`config.mk`:
```
export PLATFORM = sky130hd
export DESIGN_NAME = trapezoidal_speed_profile_top
export DESIGN_NICKNAME = d
export VERILOG_FILES = /design/src/rtl/core/tsp_pkg.sv /design/src/rtl/core/trapezoidal_speed_profile_top.sv
export SDC_FILE = /design/constraint.sdc
export NUM_CORES = 2
export LEC_CHECK = 0
export ABC_CLOCK_PERIOD_IN_PS = 9100
export BUFFER_PORTS_ARGS = -buffer_cell sky130_fd_sc_hd__buf_2
export CORE_MARGIN = 1
export CORE_UTILIZATION = 35
export CTS_CLUSTER_SIZE = 24
export DETAILED_ROUTE_END_ITERATION = 10
export HOLD_SLACK_MARGIN = 0.06
export MAX_ROUTING_LAYER = met4
export PLACE_DENSITY_LB_ADDON = 0.3
export SLEW_MARGIN = 10
export SYNTH_ARGS = -nofsm -noshare
export SYNTH_HDL_FRONTEND = slang
export SYNTH_SLANG_ARGS = --single-unit
```
`constraint.sdc`:
```
create_clock -name clk -period 9.1 [get_ports clk]
set_input_delay 0.91 -clock clk [delete_from_list [all_inputs] [get_ports clk]]
set_output_delay 0.91 -clock clk [all_outputs]
set_load 0.02 [all_outputs]
```
`src/rtl/core/tsp_pkg.sv`:
```
// ----------------------------------------------------------------------------
// tsp_pkg
// widths, mode codes, path status codes and register indexes shared by the
// trapezoidal speed profile core and its checker
// ----------------------------------------------------------------------------
package tsp_pkg;

  localparam int STATUS_W = 2;
  localparam int SPEED_W  = 24;
  localparam int TICK_W   = 16;
  localparam int RATE_W   = 32;
  localparam int MODE_W   = 3;
  localparam int ADDR_W   = 4;
  localparam int DATA_W   = 32;
  localparam int REG_IDX_W = 2;

  // squared speed and its quotient
  localparam int SQ_W      = 2 * SPEED_W;
  localparam int DIV_CNT_W = 6;
  localparam logic [DIV_CNT_W-1:0] DIV_LAST = DIV_CNT_W'(SQ_W - 1);

  // motion modes as seen on the result channel
  localparam logic [MODE_W-1:0] MODE_IDLE   = 3'd0;
  localparam logic [MODE_W-1:0] MODE_CRUISE = 3'd1;
  localparam logic [MODE_W-1:0] MODE_ACCEL  = 3'd2;
  localparam logic [MODE_W-1:0] MODE_DECEL  = 3'd3;
  localparam logic [MODE_W-1:0] MODE_STOP   = 3'd4;

  // path status codes
  localparam logic [STATUS_W-1:0] STATUS_IDLE   = 2'd0;
  localparam logic [STATUS_W-1:0] STATUS_MOVING = 2'd1;

  // configuration register indexes
  localparam logic [REG_IDX_W-1:0] REG_ACCEL_RATE     = 2'd0;
  localparam logic [REG_IDX_W-1:0] REG_MAX_SPEED      = 2'd1;
  localparam logic [REG_IDX_W-1:0] REG_BRAKE_DISTANCE = 2'd2;

  localparam logic [SPEED_W-1:0] ACCEL_RATE_RST     = 24'd25600;
  localparam logic [SPEED_W-1:0] MAX_SPEED_RST      = 24'd153600;
  localparam logic [SPEED_W-1:0] BRAKE_DISTANCE_RST = 24'd51200;

endpackage

```
`src/rtl/core/trapezoidal_speed_profile_top.sv`:
```
// ----------------------------------------------------------------------------
// trapezoidal_speed_profile_top
// per-tick trapezoidal speed profile: accelerate, cruise, brake and stop
// ----------------------------------------------------------------------------
// one request on the in_ channel carries the path status, both distances and
// the tick length; one result on the out_ channel returns the speed and the
// motion mode after that tick. both channels use valid/ready.
// an accepted request goes through one shared 32x24 multiplier and, when
// braking starts, a restoring divider that yields one quotient bit a cycle.
// an ordinary tick runs through the multiply, update and done states; a tick
// that latches the braking rate adds 48 divider steps and a latch state.
// in_ready is high only while the sequencer is idle, so a new request is
// taken in the cycle after the previous result is loaded.
// the result waits in an output register; a stalled receiver holds the
// finished work until the register frees, and a request can still be
// accepted while a result sits in it.
// reset clears mode, speed and braking rate and restores the register
// defaults; registers sit at byte addresses 0, 4 and 8 of the apb port.
// ----------------------------------------------------------------------------
module trapezoidal_speed_profile_top (
  input  logic                            clk,
  input  logic                            rst_n,
  input  logic                            psel,
  input  logic                            penable,
  input  logic                            pwrite,
  input  logic [tsp_pkg::ADDR_W-1:0]      paddr,
  input  logic [tsp_pkg::DATA_W-1:0]      pwdata,
  output logic [tsp_pkg::DATA_W-1:0]      prdata,
  output logic                            pready,
  input  logic                            in_valid,
  output logic                            in_ready,
  input  logic [tsp_pkg::STATUS_W-1:0]    in_path_status,
  input  logic [tsp_pkg::SPEED_W-1:0]     in_distance_to_destination,
  input  logic [tsp_pkg::SPEED_W-1:0]     in_distance_to_finish,
  input  logic [tsp_pkg::TICK_W-1:0]      in_tick_time,
  output logic                            out_valid,
  input  logic                            out_ready,
  output logic [tsp_pkg::SPEED_W-1:0]     out_speed,
  output logic [tsp_pkg::MODE_W-1:0]      out_motion_mode
);
  import tsp_pkg::*;

  localparam int MUL_A_W = RATE_W;
  localparam int MUL_B_W = SPEED_W;
  localparam int PROD_W  = MUL_A_W + MUL_B_W;
  localparam int REM_W   = SPEED_W + 1;

  typedef enum logic [5:0] {
    S_IDLE  = 6'b000001,
    S_MUL   = 6'b000010,
    S_UPD   = 6'b000100,
    S_DIV   = 6'b001000,
    S_LATCH = 6'b010000,
    S_DONE  = 6'b100000
  } state_t;

  state_t               state_r, state_nxt;
  logic [MODE_W-1:0]    mode_r, mode_nxt;
  logic [SPEED_W-1:0]   speed_r, speed_nxt;
  logic [RATE_W-1:0]    brake_rate_r, brake_rate_nxt;

  logic [SPEED_W-1:0]   accel_rate_r;
  logic [SPEED_W-1:0]   max_speed_r;
  logic [SPEED_W-1:0]   brake_dist_r;

  logic [STATUS_W-1:0]  status_r;
  logic [SPEED_W-1:0]   dest_r;
  logic [SPEED_W-1:0]   fin_r;
  logic [TICK_W-1:0]    tick_r;

  logic [PROD_W-1:0]    prod_r;
  logic [REM_W-1:0]     rem_r, rem_nxt;
  logic [SQ_W-1:0]      quo_r, quo_nxt;
  logic [DIV_CNT_W-1:0] cnt_r, cnt_nxt;

  logic                 out_valid_r;
  logic [SPEED_W-1:0]   out_speed_r;
  logic [MODE_W-1:0]    out_mode_r;

  logic                 cfg_wr;
  logic [REG_IDX_W-1:0] reg_idx;
  logic                 in_acc;
  logic                 out_free;
  logic                 need_brake;
  logic [MUL_A_W-1:0]   mul_a;
  logic [MUL_B_W-1:0]   mul_b;
  logic [PROD_W-1:0]    prod_full;
  logic [SPEED_W-1:0]   accel_step;
  logic [SPEED_W:0]     accel_sum;
  logic [RATE_W-1:0]    decel_step;
  logic [REM_W:0]       div_trial;
  logic [REM_W:0]       div_divisor;

  // configuration port
  assign pready  = 1'b1;
  assign reg_idx = paddr[ADDR_W-1:2];
  assign cfg_wr  = psel && penable && pwrite && pready;

  always_comb begin
    unique case (reg_idx)
      REG_ACCEL_RATE:     prdata = DATA_W'(accel_rate_r);
      REG_MAX_SPEED:      prdata = DATA_W'(max_speed_r);
      REG_BRAKE_DISTANCE: prdata = DATA_W'(brake_dist_r);
      default:            prdata = '0;
    endcase
  end

  always_ff @(posedge clk) begin
    if (!rst_n) begin
      accel_rate_r <= ACCEL_RATE_RST;
      max_speed_r  <= MAX_SPEED_RST;
      brake_dist_r <= BRAKE_DISTANCE_RST;
    end else if (cfg_wr) begin
      unique case (reg_idx)
        REG_ACCEL_RATE:     accel_rate_r <= pwdata[SPEED_W-1:0];
        REG_MAX_SPEED:      max_speed_r  <= pwdata[SPEED_W-1:0];
        REG_BRAKE_DISTANCE: brake_dist_r <= pwdata[SPEED_W-1:0];
        default: ;
      endcase
    end
  end

  // handshakes
  assign in_ready        = (state_r == S_IDLE);
  assign in_acc          = in_valid && in_ready;
  assign out_free        = !out_valid_r || out_ready;
  assign out_valid       = out_valid_r;
  assign out_speed       = out_speed_r;
  assign out_motion_mode = out_mode_r;

  // shared multiplier
  assign need_brake = ((mode_r == MODE_CRUISE) || (mode_r == MODE_ACCEL)) &&
                      (fin_r < brake_dist_r);

  always_comb begin
    if (need_brake) begin
      mul_a = MUL_A_W'(speed_r);
      mul_b = speed_r;
    end else if (mode_r == MODE_ACCEL) begin
      mul_a = MUL_A_W'(accel_rate_r);
      mul_b = MUL_B_W'(tick_r);
    end else begin
      mul_a = brake_rate_r;
      mul_b = MUL_B_W'(tick_r);
    end
  end

  assign prod_full  = PROD_W'(mul_a) * PROD_W'(mul_b);
  assign accel_step = prod_r[TICK_W +: SPEED_W];
  assign accel_sum  = {1'b0, speed_r} + {1'b0, accel_step};
  assign decel_step = prod_r[TICK_W +: RATE_W];

  // restoring divider, one quotient bit a cycle
  assign div_trial   = {rem_r, quo_r[SQ_W-1]};
  assign div_divisor = {1'b0, brake_dist_r, 1'b0};

  always_comb begin
    state_nxt      = state_r;
    mode_nxt       = mode_r;
    speed_nxt      = speed_r;
    brake_rate_nxt = brake_rate_r;
    rem_nxt        = rem_r;
    quo_nxt        = quo_r;
    cnt_nxt        = cnt_r;
    unique case (state_r)
      S_IDLE: begin
        if (in_acc) state_nxt = S_MUL;
      end
      S_MUL: begin
        state_nxt = S_UPD;
      end
      S_UPD: begin
        state_nxt = S_DONE;
        if (need_brake) begin
          rem_nxt   = '0;
          quo_nxt   = prod_r[SQ_W-1:0];
          cnt_nxt   = '0;
          state_nxt = S_DIV;
        end else begin
          case (mode_r)
            MODE_IDLE: begin
              if (status_r == STATUS_MOVING) begin
                mode_nxt = (dest_r > brake_dist_r) ? MODE_ACCEL : MODE_DECEL;
              end else if (status_r != STATUS_IDLE) begin
                mode_nxt = MODE_STOP;
              end
            end
            MODE_CRUISE: ;
            MODE_ACCEL: begin
              if (accel_sum >= {1'b0, max_speed_r}) begin
                speed_nxt = max_speed_r;
                mode_nxt  = MODE_CRUISE;
              end else begin
                speed_nxt = accel_sum[SPEED_W-1:0];
              end
            end
            MODE_DECEL: begin
              if (RATE_W'(speed_r) > decel_step) begin
                speed_nxt = speed_r - decel_step[SPEED_W-1:0];
              end else begin
                speed_nxt = '0;
                mode_nxt  = MODE_STOP;
              end
            end
            default: begin
              speed_nxt = '0;
              mode_nxt  = MODE_IDLE;
            end
          endcase
        end
      end
      S_DIV: begin
        if (div_trial >= div_divisor) begin
          rem_nxt = REM_W'(div_trial - div_divisor);
          quo_nxt = {quo_r[SQ_W-2:0], 1'b1};
        end else begin
          rem_nxt = div_trial[REM_W-1:0];
          quo_nxt = {quo_r[SQ_W-2:0], 1'b0};
        end
        cnt_nxt = cnt_r + 1'b1;
        if (cnt_r == DIV_LAST) state_nxt = S_LATCH;
      end
      S_LATCH: begin
        // saturate when the quotient overflows the rate register
        brake_rate_nxt = (|quo_r[SQ_W-1:RATE_W]) ? '1 : quo_r[RATE_W-1:0];
        mode_nxt       = MODE_DECEL;
        state_nxt      = S_DONE;
      end
      S_DONE: begin
        if (out_free) state_nxt = S_IDLE;
      end
      default: state_nxt = S_IDLE;
    endcase
  end

  always_ff @(posedge clk) begin
    if (!rst_n) begin
      state_r      <= S_IDLE;
      mode_r       <= MODE_IDLE;
      speed_r      <= '0;
      brake_rate_r <= '0;
      out_valid_r  <= 1'b0;
    end else begin
      state_r      <= state_nxt;
      mode_r       <= mode_nxt;
      speed_r      <= speed_nxt;
      brake_rate_r <= brake_rate_nxt;
      if ((state_r == S_DONE) && out_free) begin
        out_valid_r <= 1'b1;
      end else if (out_ready) begin
        out_valid_r <= 1'b0;
      end
    end
  end

  always_ff @(posedge clk) begin
    if (in_acc) begin
      status_r <= in_path_status;
      dest_r   <= in_distance_to_destination;
      fin_r    <= in_distance_to_finish;
      tick_r   <= in_tick_time;
    end
    if (state_r == S_MUL) prod_r <= prod_full;
    rem_r <= rem_nxt;
    quo_r <= quo_nxt;
    cnt_r <= cnt_nxt;
    if ((state_r == S_DONE) && out_free) begin
      out_speed_r <= speed_r;
      out_mode_r  <= mode_r;
    end
  end

endmodule

```
==> results.cfg <==
[critical_path]
slowest_delay_ps = 570
rr_startpoint = fin_r[5]
reg2regPathDepth = 36
crit_type = register to register
crit_top_cell = fa_1
crit_slowest_cell = fa_1
r2r_end = prod_r[46]
cp.arrival_ps = 9660
start_kind = register
crit_fanout = 7
reg2reg_slack_ps = -180
required_ps = 9470
worstSetupEndpointType = register

[clock_network]
clock-root-buffer = clkbuf_16
cts_tree = yes
cts_buffers = 45
cts.htree.levels = 2
clockBufferDepth = 3
clock_latency_ps = 630
cts.sinks = 358
clk_pin_slew_ps = 60
cts_hold_buffers = 0

[synth]
yosys_register_bits = 358
synth_top_area_share = 0.3056
synth-async-reset-ratio = 0
syn_area_mm2 = 0.04159
synthCells = 4442
synth_area_leaders = fa_1 (31%), edfxtp_1 (16%), ha_1 (8.5%), inv_1 (7.3%), dfxtp_1 (6.6%)
synth_top_area_cell = fa_1
synth.avg_cell_area_um2 = 9.363
ys_dominant_reg_cell = edfxtp_1
synth_edf_count = 220
ys_seq_area_frac = 0.2253
yosysWarningCount = 0
synth_cell_types = 85

[global_route]
grt_pass1_wl_mm = 211.4
grt_antenna_before_repair = 4
grt_pass1_vias = 34300
grt_max_degree = 87
grt-ovfl-total = 0
grtUsageTotal = 0.2394

[sta]
fin_skew_ps = 26.65
rsz0062_at_grt = yes
setup_viol = 7
fmax_mhz = 107.7
max_slew_margin = 0.2342
hold_viol_final = 0
post-route-period-util = 1.020
min_period_ps = 9284
tns_ps = -711.1
worstMarginPinSlew_ps = 1149
worst_slack_ps = -184.0
slew_violations = 0

[floorplan]
initial_core_util = 0.3527
die_h_um = 346.7
die_x_um = 346.7
placementRows = 126
core-area_mm2 = 0.1179
die-area_mm2 = 0.1202
ios = 171

[hold_path]
hold_path_class = primary input to register
min_path_cells = 1
min_from = in_tick_time[13]
hold_path_end = tick_r[13]

[routing]
wl_met3_mm = 10.29
highest_layer = met4
wl_mm = 140.8
wl_met2_mm = 66.27
drtIter0Drc = 2553
wl_per_cell_um = 21.41
routedLengthMet1_mm = 59.50
vias_per_cell = 5.073
drt-pass1-iter-count = 6
antenna_left = 0
drcViolationCount = 0
vias = 33360

[pwr]
power.density_mw_per_mm2 = 83.51
power_mw = 4.229
ir_drop_mv = 0.1214
leakage_nw = 23.82

[finish]
layout_commonest_cell = inv_1
final_util = 0.4295
drive_gt1_frac = 0.2088
syn_to_final_growth_pct = 21.76
final_cell_mix = inv_1 (783), nand2_1 (662), fa_1 (613)
n_fill_cell = 11530
final_nets = 6028
final_cells = 6576

[flow_run]
maxCapViolCount = 0

[place]
dp_hpwl_mm = 114.7
dp_cells = 6419
gp_congestion = 0.9486
numPortBuffers = 151
pre_cts_ws_ps = -746.1

[outcome]
violations = setup timing
status = finished, violations left
==> critical path: cells and delay by family (launching register included) <==
kind | cells | cell delay, ps
AO/OA/AOI/OAI | 12 | 2660
XOR/XNOR | 1 | 170
adder cells (fa/ha/maj) | 9 | 3940
buffers and inverters | 9 | 1050
flip-flops | 1 | 430
multiplexers | 1 | 190
AND/OR/NAND/NOR | 4 | 520
==> how the worst max path moves through the flow <==
stage | slack, ps | endpoint | startpoint
global placement | -660 | prod_r[47] | brake_dist_r[5]
finish | -180 | prod_r[46] | fin_r[5]
CTS | -110 | prod_r[46] | brake_dist_r[9]
floorplan | 310 | prod_r[46] | brake_dist_r[9]
global route | -420 | prod_r[46] | fin_r[5]
detailed placement | -750 | prod_r[46] | brake_dist_r[5]
==> synthesized netlist by cell type, drive strengths merged, types with 22 or more instances <==
| cell | instances |
|---|---|
| nand2 | 680 |
| a21boi | 64 |
| edfxtp | 220 |
| nand2b | 24 |
| o21a | 38 |
| and3 | 68 |
| nor2b | 27 |
| o21bai | 22 |
| a21o | 52 |
| o21ai | 136 |
| inv | 807 |
| clkbuf | 143 |
| a21oi | 123 |
| nor2 | 363 |
| ha | 283 |
| dfxtp | 138 |
| xor2 | 35 |
| mux2 | 49 |
| xnor2 | 83 |
| mux2i | 77 |
| o221a | 34 |
| buf | 63 |
| fa | 635 |
| nand3 | 31 |
==> cells by family after synthesis <==
group / count (synthesis) / share of synthesized area
xor+xnor: 118 / 0.02485
compound gates: 605 / 0.09993
other cells: 2 / 0.0001806
buf+inv: 1015 / 0.09458
fa+ha+maj: 918 / 0.3908
flops: 358 / 0.2253
mux: 126 / 0.03189
simple gates: 1300 / 0.1325
==> stage by stage <==
step / area, µm² / hold slack [ps]
2_1_floorplan: 41720 / 406.4
3_3_place_gp: 47500 / 469.9
3_5_place_dp: 47500 / 477.1
4_1_cts: 49880 / 407.9
5_1_grt: 50640 / 433.5
6_report: 50640 / 453.1
==> power breakdown <==
| group | switching [mW] | internal (mW) | total [mW] |
|---|---|---|---|
| registers | 0.0267 | 1.77 | 1.79 |
| clock network | 0.763 | 1.02 | 1.79 |
| logic | 0.383 | 0.267 | 0.650 |
| total | 1.17 | 3.06 | 4.23 |
==> state kept, by name, indices dropped and copies added, names as in the netlist, 25 cells and up <==
name,count
quo_r,48
rem_r,25
prod_r,48
brake_rate_r,32
==> final cells by class <==
| cell class | instances | area, µm² | area share |
|---|---|---|---|
| diodes | 2 | 5.005 | 0.00009883 |
| flip-flops and latches | 358 | 9370 | 0.1850 |
| well taps | 1536 | 1922 | 0.03795 |
| multi-input cells | 3105 | 29360 | 0.5797 |
| repair buffers | 683 | 5492 | 0.1084 |
| inverters | 808 | 3045 | 0.06014 |
| clock inverters | 21 | 203.9 | 0.004027 |
| clock buffers | 63 | 1245 | 0.02458 |
==> timing repair <==
action / CTS / global route
gates resized for setup: 146 / 138
endpoints found under the hold margin: 0 / 0
setup buffers: 41 / 29
pin swaps: 35 / 59
endpoints found under the setup margin: 19 / 23
gates cloned: 4 / 3
==> routing by layer <==
layer / track usage / up-vias
met4: 0.07730 / 0
met5: - / -
met1: 0.3102 / 16720
met3: 0.03209 / 211
met2: 0.3866 / 1222
li1: - / 15210
(Power assumes the default switching activity.)
